--- config.mk ---
export PLATFORM = sky130hd
export DESIGN_NAME = delimited_packet_deframer_top
export DESIGN_NICKNAME = d
export VERILOG_FILES = /design/src/hdl/dpd_pkg.sv /design/src/hdl/dpd_ram.sv /design/src/hdl/dpd_front.sv /design/src/hdl/dpd_queue.sv /design/src/hdl/dpd_back.sv /design/src/hdl/delimited_packet_deframer_top.sv
export SDC_FILE = /design/constraint.sdc
export NUM_CORES = 1
export LEC_CHECK = 0
export BUFFER_PORTS_ARGS = -buffer_cell sky130_fd_sc_hd__clkbuf_2
export CAP_MARGIN = 20
export CORE_MARGIN = 3
export CORE_UTILIZATION = 40
export DETAILED_ROUTE_END_ITERATION = 12
export REMOVE_ABC_BUFFERS = 1
export SYNTH_ARGS = -nofsm -noshare
export SYNTH_HDL_FRONTEND = slang
export SYNTH_SLANG_ARGS = --single-unit
--- constraint.sdc ---
create_clock -name clk -period 7.09 [get_ports clk]
set_input_delay 1.418 -clock clk [delete_from_list [all_inputs] [get_ports clk]]
set_output_delay 1.418 -clock clk [all_outputs]
set_load 0.01 [all_outputs]
--- src/hdl/dpd_pkg.sv ---
// Shared constants, item types and codes of the delimited packet deframer.
package dpd_pkg;

	// Store size and the address width that follows from it.
	localparam int PACKET_DEPTH = 128;
	localparam int ADDR_W = $clog2(PACKET_DEPTH);

	// Entries of the queue between the front and back parts.
	localparam int QUEUE_DEPTH = 2;
	localparam int QPTR_W = $clog2(QUEUE_DEPTH);
	localparam int QCNT_W = $clog2(QUEUE_DEPTH + 1);

	// Item kinds.
	localparam logic [1:0] KIND_RX        = 2'd0;
	localparam logic [1:0] KIND_CLR_PKT   = 2'd1;
	localparam logic [1:0] KIND_CLR_BYTE  = 2'd2;
	localparam logic [1:0] KIND_READ      = 2'd3;

	// Framing characters.
	localparam logic [7:0] HEADER_CHAR = 8'h40;
	localparam logic [7:0] END_CHAR    = 8'h0D;
	localparam logic [7:0] TERM_CHAR   = 8'h00;

	// Input item.
	typedef struct packed {
		logic [1:0] kind;
		logic [7:0] rx_byte;
		logic [6:0] read_index;
	} req_t;

	// Result item.
	typedef struct packed {
		logic       packet_ready;
		logic       byte_ready;
		logic [7:0] last_byte;
		logic [6:0] packet_length;
		logic [7:0] read_data;
		logic       overflow;
	} rsp_t;

	// Queue entry: a state snapshot plus raw store data and its select.
	typedef struct packed {
		logic       packet_ready;
		logic       byte_ready;
		logic [7:0] last_byte;
		logic [6:0] packet_length;
		logic       read_sel;
		logic [7:0] ram_data;
		logic       overflow;
	} entry_t;

endpackage

--- src/hdl/dpd_ram.sv ---
// Generic single-write, single-read RAM with a registered read port.
module dpd_ram #(
	parameter int WIDTH = 8,
	parameter int DEPTH = 128
) (
	input  logic                     clk,
	input  logic                     we,
	input  logic [$clog2(DEPTH)-1:0] waddr,
	input  logic [WIDTH-1:0]         wdata,
	input  logic                     re,
	input  logic [$clog2(DEPTH)-1:0] raddr,
	output logic [WIDTH-1:0]         rdata
);

	logic [WIDTH-1:0] mem_q [DEPTH];

	// Write port.
	always_ff @(posedge clk) begin
		if (we) begin
			mem_q[waddr] <= wdata;
		end
	end

	// Read port; the data holds until the next read.
	always_ff @(posedge clk) begin
		if (re) begin
			rdata <= mem_q[raddr];
		end
	end

endmodule

--- src/hdl/dpd_front.sv ---
// Front part: accepts items, runs the framing state and the packet store.
module dpd_front import dpd_pkg::*; (
	input  logic   clk,
	input  logic   arst_n,
	input  logic   req_valid,
	output logic   req_stall,
	input  req_t   req,
	output logic   ent_valid,
	input  logic   ent_ready,
	output entry_t ent
);

	localparam logic [ADDR_W-1:0] WP_LAST = ADDR_W'(PACKET_DEPTH - 1);

	logic              receiving_q, receiving_d;
	logic [ADDR_W-1:0] wp_q, wp_d;
	logic              pkt_flag_q, pkt_flag_d;
	logic              byte_flag_q, byte_flag_d;
	logic [7:0]        held_q, held_d;
	logic              ovf_q, ovf_d;

	logic              accept;
	logic              ram_we;
	logic [7:0]        ram_wdata;
	logic              ram_re;
	logic [7:0]        ram_rdata;

	logic              valid_s1;
	logic              pr_s1;
	logic              br_s1;
	logic [7:0]        held_s1;
	logic [6:0]        len_s1;
	logic              sel_s1;
	logic              ovf_s1;

	// The stage holds its item until the queue has room.
	assign req_stall = valid_s1 && !ent_ready;
	assign accept    = req_valid && !req_stall;

	// Framing state update for the accepted item.
	always_comb begin
		receiving_d = receiving_q;
		wp_d        = wp_q;
		pkt_flag_d  = pkt_flag_q;
		byte_flag_d = byte_flag_q;
		held_d      = held_q;
		ovf_d       = ovf_q;
		ram_we      = 1'b0;
		ram_wdata   = req.rx_byte;
		if (accept) begin
			case (req.kind)
				KIND_RX: begin
					held_d      = req.rx_byte;
					byte_flag_d = 1'b1;
					if (!receiving_q) begin
						// A header opens a packet only once the last one was taken.
						if (req.rx_byte == HEADER_CHAR && !pkt_flag_q) begin
							receiving_d = 1'b1;
							wp_d        = '0;
						end
					end else if (req.rx_byte == END_CHAR) begin
						receiving_d = 1'b0;
						ram_we      = 1'b1;
						ram_wdata   = TERM_CHAR;
						pkt_flag_d  = 1'b1;
					end else if (wp_q != WP_LAST) begin
						ram_we = 1'b1;
						wp_d   = wp_q + ADDR_W'(1);
					end else begin
						// The last entry is kept for the terminator.
						ovf_d = 1'b1;
					end
				end
				KIND_CLR_PKT:  pkt_flag_d = 1'b0;
				KIND_CLR_BYTE: byte_flag_d = 1'b0;
				KIND_READ: ;
				default: ;
			endcase
		end
	end

	// A store read is issued only for indexes inside the store.
	assign ram_re = accept && req.kind == KIND_READ && 32'(req.read_index) < PACKET_DEPTH;

	dpd_ram #(
		.WIDTH(8),
		.DEPTH(PACKET_DEPTH)
	) u_store (
		.clk   (clk),
		.we    (ram_we),
		.waddr (wp_q),
		.wdata (ram_wdata),
		.re    (ram_re),
		.raddr (ADDR_W'(req.read_index)),
		.rdata (ram_rdata)
	);

	// Framing state registers.
	always_ff @(posedge clk or negedge arst_n) begin
		if (!arst_n) begin
			receiving_q <= 1'b0;
			wp_q        <= '0;
			pkt_flag_q  <= 1'b0;
			byte_flag_q <= 1'b0;
			held_q      <= '0;
			ovf_q       <= 1'b0;
		end else begin
			receiving_q <= receiving_d;
			wp_q        <= wp_d;
			pkt_flag_q  <= pkt_flag_d;
			byte_flag_q <= byte_flag_d;
			held_q      <= held_d;
			ovf_q       <= ovf_d;
		end
	end

	// Stage valid.
	always_ff @(posedge clk or negedge arst_n) begin
		if (!arst_n) begin
			valid_s1 <= 1'b0;
		end else if (accept) begin
			valid_s1 <= 1'b1;
		end else if (ent_ready) begin
			valid_s1 <= 1'b0;
		end
	end

	// Snapshot: flags show the value before any clear by this item.
	always_ff @(posedge clk) begin
		if (accept) begin
			pr_s1   <= (req.kind == KIND_RX) ? pkt_flag_d : pkt_flag_q;
			br_s1   <= (req.kind == KIND_RX) ? byte_flag_d : byte_flag_q;
			held_s1 <= held_d;
			len_s1  <= 7'(wp_d);
			sel_s1  <= ram_re;
			ovf_s1  <= ovf_d;
		end
	end

	assign ent_valid         = valid_s1;
	assign ent.packet_ready  = pr_s1;
	assign ent.byte_ready    = br_s1;
	assign ent.last_byte     = held_s1;
	assign ent.packet_length = len_s1;
	assign ent.read_sel      = sel_s1;
	assign ent.ram_data      = ram_rdata;
	assign ent.overflow      = ovf_s1;

endmodule

--- src/hdl/dpd_queue.sv ---
// Short queue that decouples the front part from the back part.
module dpd_queue import dpd_pkg::*; (
	input  logic   clk,
	input  logic   arst_n,
	input  logic   push_valid,
	output logic   push_ready,
	input  entry_t push_data,
	output logic   pop_valid,
	input  logic   pop_ready,
	output entry_t pop_data
);

	localparam logic [QPTR_W-1:0] PTR_LAST = QPTR_W'(QUEUE_DEPTH - 1);

	entry_t            slot_q [QUEUE_DEPTH];
	logic [QPTR_W-1:0] wr_ptr_q;
	logic [QPTR_W-1:0] rd_ptr_q;
	logic [QCNT_W-1:0] count_q;
	logic              push;
	logic              pop;

	// Room is judged on the stored count alone.
	assign push_ready = count_q != QCNT_W'(QUEUE_DEPTH);
	assign pop_valid  = count_q != '0;
	assign push       = push_valid && push_ready;
	assign pop        = pop_valid && pop_ready;
	assign pop_data   = slot_q[rd_ptr_q];

	// Entry storage.
	always_ff @(posedge clk) begin
		if (push) begin
			slot_q[wr_ptr_q] <= push_data;
		end
	end

	// Pointers and fill count.
	always_ff @(posedge clk or negedge arst_n) begin
		if (!arst_n) begin
			wr_ptr_q <= '0;
			rd_ptr_q <= '0;
			count_q  <= '0;
		end else begin
			if (push) begin
				wr_ptr_q <= (wr_ptr_q == PTR_LAST) ? '0 : wr_ptr_q + QPTR_W'(1);
			end
			if (pop) begin
				rd_ptr_q <= (rd_ptr_q == PTR_LAST) ? '0 : rd_ptr_q + QPTR_W'(1);
			end
			if (push && !pop) begin
				count_q <= count_q + QCNT_W'(1);
			end else if (pop && !push) begin
				count_q <= count_q - QCNT_W'(1);
			end
		end
	end

endmodule

--- src/hdl/dpd_back.sv ---
// Back part: forms the result item and holds it in the output register.
module dpd_back import dpd_pkg::*; (
	input  logic   clk,
	input  logic   arst_n,
	input  logic   ent_valid,
	output logic   ent_ready,
	input  entry_t ent,
	output logic   rsp_valid,
	input  logic   rsp_stall,
	output rsp_t   rsp
);

	logic rsp_valid_q;
	rsp_t rsp_q;
	logic take;

	// The register loads when empty or when its item leaves this cycle.
	assign ent_ready = !rsp_valid_q || !rsp_stall;
	assign take      = ent_valid && ent_ready;

	// Output valid.
	always_ff @(posedge clk or negedge arst_n) begin
		if (!arst_n) begin
			rsp_valid_q <= 1'b0;
		end else if (ent_ready) begin
			rsp_valid_q <= ent_valid;
		end
	end

	// Output payload; store data shows only for in-range reads.
	always_ff @(posedge clk) begin
		if (take) begin
			rsp_q.packet_ready  <= ent.packet_ready;
			rsp_q.byte_ready    <= ent.byte_ready;
			rsp_q.last_byte     <= ent.last_byte;
			rsp_q.packet_length <= ent.packet_length;
			rsp_q.read_data     <= ent.read_sel ? ent.ram_data : 8'h00;
			rsp_q.overflow      <= ent.overflow;
		end
	end

	assign rsp_valid = rsp_valid_q;
	assign rsp       = rsp_q;

endmodule

--- src/hdl/delimited_packet_deframer_top.sv ---
// Top level of the delimited packet deframer.
//
//   Channel  Handshake             Payload  Role
//   req      req_valid/req_stall   req_t    received bytes and host accesses
//   rsp      rsp_valid/rsp_stall   rsp_t    one result per item
//
// One item is accepted per cycle when the output side keeps up.
// Each accepted item passes the store read stage and then the queue before
// the output register loads its result.
// Reset clears the framing state, flags and queue; the store is not cleared.
// A stall on rsp fills the two-entry queue before req stalls.
module delimited_packet_deframer_top import dpd_pkg::*; (
	input  logic clk,
	input  logic arst_n,
	input  logic req_valid,
	output logic req_stall,
	input  req_t req,
	output logic rsp_valid,
	input  logic rsp_stall,
	output rsp_t rsp
);

	logic   f_valid;
	logic   f_ready;
	entry_t f_ent;
	logic   b_valid;
	logic   b_ready;
	entry_t b_ent;

	// Framing and store.
	dpd_front u_front (
		.clk       (clk),
		.arst_n    (arst_n),
		.req_valid (req_valid),
		.req_stall (req_stall),
		.req       (req),
		.ent_valid (f_valid),
		.ent_ready (f_ready),
		.ent       (f_ent)
	);

	// Decoupling queue.
	dpd_queue u_queue (
		.clk        (clk),
		.arst_n     (arst_n),
		.push_valid (f_valid),
		.push_ready (f_ready),
		.push_data  (f_ent),
		.pop_valid  (b_valid),
		.pop_ready  (b_ready),
		.pop_data   (b_ent)
	);

	// Result forming and output register.
	dpd_back u_back (
		.clk       (clk),
		.arst_n    (arst_n),
		.ent_valid (b_valid),
		.ent_ready (b_ready),
		.ent       (b_ent),
		.rsp_valid (rsp_valid),
		.rsp_stall (rsp_stall),
		.rsp       (rsp)
	);

endmodule

**After elaboration in Yosys (flattened, before gate mapping)**

Memory sizes are Yosys's and may differ from the RTL's. A register that Yosys moved wholly into a read port is not among the register bits.
Index checks and enable logic that the tools add are counted.

- Register bits after elaboration: 70
- Memory bits (writable): 1078
- Output and inout bits: 28
- Memories: 2

Memory list:

| name | words | bits a word | read ports | clocked after memory_dff | write ports | RTL line | RTL |
|---|---|---|---|---|---|---|---|
| u_front.u_store.mem_q | 128 | 8 | 1 | 1 | 1 | dpd_ram.sv:15 | `logic [WIDTH-1:0] mem_q [DEPTH];` |
| u_queue.slot_q | 2 | 27 | 1 | 0 | 1 | dpd_queue.sv:15 | `entry_t slot_q [QUEUE_DEPTH];` |

- Add/subtract/negate cells: 5
- Equality and inequality tests: 7
- Mux-type cells: 43
- Reductions and logical operators: 21

Operators by type and width:

| cell | count |
|---|---|
| $mux W8 | 6 |
| $mux W7 | 6 |
| $mux W1 | 27 |
| $eq A8 B4 Y1 const B | 1 |
| $eq A8 B7 Y1 const B | 1 |
| $logic_and A1 B1 Y1 | 8 |
| $add A7 B1 Y7 const B | 1 |
| $logic_not A1 Y1 | 7 |
| $ne A7 B7 Y1 const B | 1 |
| $reduce_bool A2 Y1 | 3 |
| $eq A2 B2 Y1 const B | 2 |
| $mux W2 | 2 |
| $pmux W1 S2 | 2 |
| $add A1 B1 Y1 const B | 2 |
| $add A2 B1 Y2 const B | 1 |
| $eq A2 B1 Y1 const B | 1 |
| $logic_not A2 Y1 | 1 |
| $ne A2 B2 Y1 const B | 1 |
| $reduce_and A2 Y1 | 1 |
| $sub A2 B1 Y2 const B | 1 |
| $logic_or A1 B1 Y1 | 1 |

**Longest topological paths before layout**

Gate-level depths: netlist of the first run.

- Word-level depth: 8
- Depth in mapped cells: 7
- Depth with buffers taken out: 7

**Cells and area by module**

Synthesis of the first run repeated with hierarchy kept, for this count alone.

- Cell total of the unflattened synthesis: 1919
- Area total of the unflattened synthesis: 44522.7 µm²

Modules (own cells, without submodules):

| module | times used | cells each | area each (µm²) |
|---|---|---|---|
| dpd_ram | 1 | 1635 | 39745.6 |
| dpd_queue | 1 | 102 | 2242.2 |
| dpd_front | 1 | 144 | 1660.3 |
| dpd_back | 1 | 38 | 874.6 |

**Least setup slack after synthesis of the first run**

Ideal clock, no wire load.

- Path type: input to register
- Start point: in req[11] (netlist bit)
- End point: mem u_front.u_store.mem_q[0][0] (data pin)
- Setup time: 0.831 ns
- Arrival: 4.934 ns
- Required time: 6.259 ns
- Slack: 1.325 ns
- Cell stages on the path: 4
- Path buffers: 0
- Cells stage by stage: or4_1 > or4_1 > nor2_1 > nor2b_1

- Word-level cells in the longest chain between the ends: 5

RTL lines:

| element | RTL line | RTL |
|---|---|---|
| start: declaration | delimited_packet_deframer_top.sv:17 | `input req_t req,` |
| $eq A8 B4 Y1 | dpd_front.sv:61 | `end else if (req.rx_byte == END_CHAR) begin` |
| $mux W8 | dpd_front.sv:61 |  |
| $mux W8 | dpd_front.sv:55 | `if (!receiving_q) begin` |
| $mux W8 | dpd_front.sv:51 | `case (req.kind)` |
| $mux W8 | dpd_front.sv:50 | `if (accept) begin` |
| net u_front.ram_wdata[0] | dpd_front.sv:24 | `logic [7:0] ram_wdata;` |
| end: declaration | dpd_ram.sv:15 |  |

The timed path passes the listed nets, and every way through them passes these cells.

**Worst setup path after layout of the first run**

- Start point: in req[14] (netlist bit)
- End point: mem u_front.u_store.mem_q[116][4], enable pin

- Word-level cells in the longest chain between the ends: 7

RTL lines:

| element | RTL line | RTL |
|---|---|---|
| $eq A8 B4 Y1 | dpd_front.sv:61 |  |
| $mux W1 | dpd_front.sv:61 |  |
| $mux W1 | dpd_front.sv:55 |  |
| $mux W1 | dpd_front.sv:51 |  |
| $mux W1 | dpd_front.sv:50 |  |
| $mux W1 | dpd_ram.sv:19 | `if (we) begin` |
| $mux W1 (implied by the code) | dpd_ram.sv:20 | `mem_q[waddr] <= wdata;` |

Every way passes these cells.

==> out/metrics.yaml, run 1 <==
clock_network:
  ctsHtreeMaxLevel: 3
  clk_latency_ns: 0.71
  cts_setup_buffers: 0
  cts_buffer_depth: 3
  cts_root_buf: "clkbuf_16"
  post_cts_resize_count: 0
  clkSinkCount: 1156
  cts_tree: "yes"
  cts_hold_buf: 0
  numCtsBuffers: 110
  clk_pin_slew_ns: 0.06
timing:
  tns_ns: 0
  setup-violations-final: 0
  worstMarginPinSlew_ns: 1.105
  hold_viol_final: 0
  slew_headroom_pct: 26.34
  finalMaxSlewViolations: 0
  min_period_over_period_pct: 69.21
  period_needed_ns: 4.907
  max_freq_mhz: 203.8
  hold-worst-slack_ns: 0.4514
  rsz0062_at_grt: "no"
  finalClockSkew_ns: 0.04396
placed_design:
  portBuffers: 48
  gp_congestion: 0.8091
  placed_cells_incl_taps: 3337
  dp_hpwl_um: 59330
die:
  start_util_pct: 40.45
  io_pins: 49
  core-area_mm2: 0.1092
  std_cell_rows: 121
  die_y_um: 338.2
  die_w_um: 338.2
  die_area_mm2: 0.1144
synthesis:
  ys_warn_count: 0
  synth_cells: 1873
  synth.most_common_cell: "edfxtp_1"
  avgSynthCellArea_um2: 23.57
  synth-edff-count: 1131
  syn-cell-area_mm2: 0.04415
  ys_top_cells_by_count: "1,131 x edfxtp_1, 336 x mux4_2, 142 x nor2_1, 55 x clkbuf_1, 33 x mux2_2"
  synth_top_area_cell: "edfxtp_1"
  synth-main-ff-cell: "edfxtp_1"
  synth-seq-cells: 1156
  ys_seq_area_share_pct: 78.33
  synth_area_leaders: "edfxtp_1 77%, mux4_2 17%, dfrtp_1 1.4%"
  async_flop_share_pct: 2.163
  yosys.area.top_type_share_pct: 76.92
  yosysUniqueCellTypes: 35
cells_and_area:
  nNetsFinal: 1996
  final_util_pct: 45.90
  final_cells: 3547
  syn2layout_area_growth_pct: 13.47
  drive_gt1_share_pct: 30.55
power_and_ir_drop:
  ir_worst_vdd_mv: 0.2071
  p_comb_share_pct: 6.5
  intPower_mw: 11.86
  power_switching_mw: 3.212
  p_clk_share_pct: 41.0
  switching_share_pct: 21.31
  power_mw: 15.08
  seqPwrFrac_pct: 52.5
  power_density_mw_per_mm2: 300.9
  p_leak_nw: 15.48
grt:
  grt_pass1_vias: 20150
  grt_pass1_wl_um: 143800
  gr-total-overflow: 0
  grt_max_degree: 104
  grt_antenna_before_repair: 3
  grt_use_total_pct: 17.06
setup_path:
  path_class: "input port to flip-flop"
  critPathRequiredTime_ns: 7.42
  start_kind: "input port"
  arrival_ns: 5.23
  end_kind: "flip-flop"
  path_max_fanout: 50
routing:
  routedWlPerCell_um: 27.45
  dr.pass1.iters: 5
  drtIter0Drc: 2130
  routed_wl_um: 97370
  remaining_drc_errors: 0
  vias_per_cell: 5.507
  route.vias.total: 19540
  ant_nets: 0
run:
  maxCapViolations: 0
hold_path:
  min_path_type: "flip-flop to flip-flop"
status:
  status: "completed"
-- worst max-delay path, stage by stage --
cell      delay [ns]
buf_4           0.26
or4_1           0.69
or4_1           0.63
a21oi_2         0.35
nand3b_1        0.77
buf_4           0.50
nor2_1          0.58
-- placed cells by master (no fill, tap or decap), types with 2 or more instances in the layout --
cell and n:
or4_1 2, inv_16 3, clkbuf_1 26, clkinvlp_4 9
nor2b_4 2, nand2_1 27, and3_1 3, xnor2_1 3
clkinv_1 13, nor2b_1 7, diode_2 2, clkbuf_8 7
clkinv_2 12, buf_8 2, edfxtp_1 1131, clkinv_16 2
clkinv_4 5, clkbuf_16 110, ha_1 2, a22o_1 8
clkbuf_2 39, nor2_1 140, buf_4 40, nand4_1 5
inv_6 2, nand3b_1 4, mux4_2 336, inv_1 7
xor2_1 2, nand3_1 11, o21ai_0 4, nand2b_1 3
buf_12 6, dfrtp_1 25, mux2i_1 6, mux2_2 33
bufinv_16 19
-- through the flow --
stage	area, um^2	worst slack [ns]
floorplan	43700	1.325
global placement	46220	1.519
detailed placement	46220	1.438
CTS	50100	2.160
global route	50100	1.962
finish	50100	2.183
-- kinds of logic (layout without fill, tap and decap cells) --
logic type | Yosys count | in the layout | synth area share [%]
AO/OA/AOI/OAI | 16 | 16 | 0.2692
flip-flops | 1156 | 1156 | 78.33
AND/OR/NAND/NOR | 212 | 212 | 2.040
buffers and inverters | 107 | 303 | 1.085
multiplexers | 375 | 375 | 18.12
XOR/XNOR | 5 | 5 | 0.09920
other | 0 | 2 | 0
adder cells (fa/ha/maj) | 2 | 2 | 0.05666
-- power groups by stage --
stage	clock [mW]	sequential [mW]	combinational, mW
2_1_floorplan	0	8.07	0.473
3_3_place_gp	0	8.06	0.983
3_5_place_dp	0	8.07	0.998
4_1_cts	6.29	7.93	1.00
5_1_grt	6.59	7.94	1.05
6_report	6.19	7.92	0.973
-- sequential cells by signal, summed over array words and instances, names as in the netlist, 2 cells and up --
| name | flops |
|---|---|
| u_queue.count_q | 2 |
| u_back.rsp | 26 |
| u_front.held_s1 | 8 |
| u_front.u_store.rdata | 8 |
| u_front.held_q | 8 |
| u_queue.slot_q | 54 |
| u_front.len_s1 | 7 |
| u_front.wp_q | 7 |
| u_front.u_store.mem_q | 1024 |
-- worst paths after layout --
| kind | from | to | slack (ns) | cells past startpoint |
|---|---|---|---|---|
| min in group asynchronous | arst_n | u_queue.wr_ptr_q | 0.78 | 1 |
| worst min-delay path | u_front.len_s1[1] | u_queue.slot_q[0][11] | 0.45 | 0 |
| worst max-delay path | req[14] | u_front.u_store.mem_q[116][4] | 2.18 | 7 |
| max in group asynchronous | arst_n | u_front.held_q[5] | 5.83 | 1 |
| worst min register to register | u_front.len_s1[1] | u_queue.slot_q[0][11] | 0.45 | 0 |
| worst max register to register | u_queue.count_q[0] | u_front.u_store.mem_q[116][4] | 3.43 | 6 |
-- per-layer routing --
metal  GRT usage [%]  up-vias  share of wire [%]
li1                -     8135                  -
met1           24.80    10610                 43
met2           27.19      674                 49
met3           3.030      116                6.7
met4           3.740        0                1.6
met5               0        -                  0
-- layout make-up --
cell class / instances / area (um^2)
diodes: 2 / 5.005
clock buffers: 143 / 2947
clock inverters: 65 / 928.4
fillers: 8824 / 59050
inverters: 7 / 26.28
multi-input cells: 610 / 9112
flip-flops and latches: 1156 / 34590
well taps: 1476 / 1847
repair buffers: 88 / 650.6
No activity file was read; power rests on OpenSTA's default activity.
==> inputs of run 2 (changes only) <==
clock period = 4.7 ns   (was 7.09 ns; I/O delays follow)
==> out/metrics.yaml, run 2 (synthesis gave the netlist of run 1 again) <==
timing:
  hold_viol_final: 0
  hold-worst-slack_ns: 0.2998
  max_freq_mhz: 296.2
  slew_headroom_pct: 26.20
  finalMaxSlewViolations: 0
  rsz0062_at_grt: "no"
  finalClockSkew_ns: 0.04973
  setup-violations-final: 0
  fin_ws_ns: 1.323
  period_needed_ns: 3.377
  worstMarginPinSlew_ns: 1.107
  min_period_over_period_pct: 71.84
cells_and_area:
  regMostFlops: "u_front.u_store.mem_q"
  largest_reg_flops: 1024
  drive_gt1_share_pct: 35.39
  nNetsFinal: 2160
  syn2layout_area_growth_pct: 16.13
  final_common_cell: "edfxtp_1"
  fin_area_mm2: 0.05128
  fill_cells: 8772
  layout_common_cells: "1,131 x edfxtp_1, 336 x mux4_2, 188 x buf_4, 140 x nor2_1, 116 x clkbuf_16"
placed_design:
  place_area_mm2: 0.04756
  portBuffers: 48
  dp_hpwl_um: 61290
  gp_congestion: 0.7727
  pre_cts_ws_ns: 0.6902
grt:
  grt_antenna_before_repair: 5
  grt_use_met3_pct: 2.800
  grt_pass1_wl_um: 144500
  grt_max_degree: 129
  grt_busiest_layer: "met2"
  grt_pass1_vias: 20990
  use_met1_pct: 24.09
  grt_use_total_pct: 17.01
  use_met2_pct: 27.48
  gr-total-overflow: 0
die:
  start_util_pct: 40.45
  core-area_mm2: 0.1092
  std_cell_rows: 121
  io_pins: 49
  die_area_mm2: 0.1144
  die_y_um: 338.2
  die_w_um: 338.2
clock_network:
  clkSinkCount: 1156
  numCtsBuffers: 114
  cts_setup_buffers: 0
  clk_latency_ns: 0.70
  ctsHtreeMaxLevel: 3
  cts_tree: "yes"
  post_cts_resize_count: 0
  cts_root_buf: "clkbuf_16"
  cts_buffer_depth: 3
  clk_pin_slew_ns: 0.06
  cts_hold_buf: 0
routing:
  drtIter0Drc: 2019
  remaining_drc_errors: 0
  vias_per_cell: 5.388
  dr.pass1.iters: 8
  routed_wl_um: 96930
  routedWlPerCell_um: 26.11
  ant_nets: 0
  route.vias.total: 20010
run:
  maxCapViolations: 0
setup_path:
  r2r-start: "u_queue.count_q[0]"
  end_kind: "flip-flop"
  start_kind: "input port"
  path_common_cell: "buf_4"
  critPathRequiredTime_ns: 5.06
  path_cells: "buf_4, or4_1, or4_1, a21oi_2, nand3_1, buf_4, nor2_1, buf_4"
  rrSetupSlack_ns: 2.02
  path_class: "input port to flip-flop"
  reg2reg_to: "u_front.u_store.mem_q[123][4]"
  path_max_fanout: 16
  r2r_cells: 7
  cpPeakStageDelay_ns: 0.72
  slowest_stage: "or4_1"
  arrival_ns: 3.74
power_and_ir_drop:
  power_mw: 22.28
  ir_worst_vdd_mv: 0.2950
  power_density_mw_per_mm2: 434.4
  p_leak_nw: 16.35
status:
  status: "completed"
hold_path:
  min_path_type: "input port to asynchronous set/reset pin"
-- run 2: changes by cell type in the layout (fill, tap and decap cells not counted), sizes merged --
cell,delta
buf,+160
clkinv,+24
bufinv,-11
clkinvlp,-3
clkbuf,-2
inv,-2
-- run 2: per-stage QoR --
step / TNS, ns / std cells / utilization, %
2_1_floorplan: -195.23 / 1773 / -
3_3_place_gp: 0 / 3496 / 43.57
3_5_place_dp: 0 / 3496 / 43.57
4_1_cts: 0 / 3710 / 46.95
5_1_grt: 0 / 3711 / 46.97
6_report: 0 / 3713 / 46.98
-- run 2: worst max path at each step --
stage | from | to | slack, ns | cells after the start
finish | req[11] | u_front.u_store.mem_q[123][4] | 1.32 | 8
CTS | req[11] | u_front.u_store.mem_q[123][4] | 1.40 | 8
global placement | req[0] | u_front.u_store.rdata[0] | 0.72 | 7
global route | req[11] | u_front.u_store.mem_q[123][4] | 1.23 | 8
floorplan | req[11] | u_front.u_store.mem_q[0][0] | -0.59 | 4
detailed placement | req[11] | u_front.u_store.mem_q[123][7] | 0.69 | 8
-- run 2: where the power goes --
part	internal, mW	switching (mW)
combinational	0.644	0.868
sequential	11.8	0.157
clock	5.04	3.79
total	17.5	4.81
-- run 2: area by class of cell --
type | instances | area [um^2] | area share (%)
diodes | 2 | 5.005 | 0.009760
clock buffers | 141 | 3037 | 5.922
clock inverters | 73 | 654.4 | 1.276
inverters | 7 | 26.28 | 0.05124
multi-input cells | 610 | 9112 | 17.77
flip-flops and latches | 1156 | 34590 | 67.45
well taps | 1476 | 1847 | 3.601
repair buffers | 248 | 2009 | 3.919
-- run 2: worst max-delay path: cells and delay by family --
family,cells,cell delay [ns]
AO/OA/AOI/OAI,1,0.35
buffers and inverters,3,0.64
AND/OR/NAND/NOR,4,1.78
-- run 2: metal layers --
layer	share of wire [%]	wire length [um]	vias to the layer above
met5	0	0	-
met2	49	47540	690
met4	2.2	2122	0
met1	42	40980	10740
li1	-	-	8454
met3	6.5	6295	124
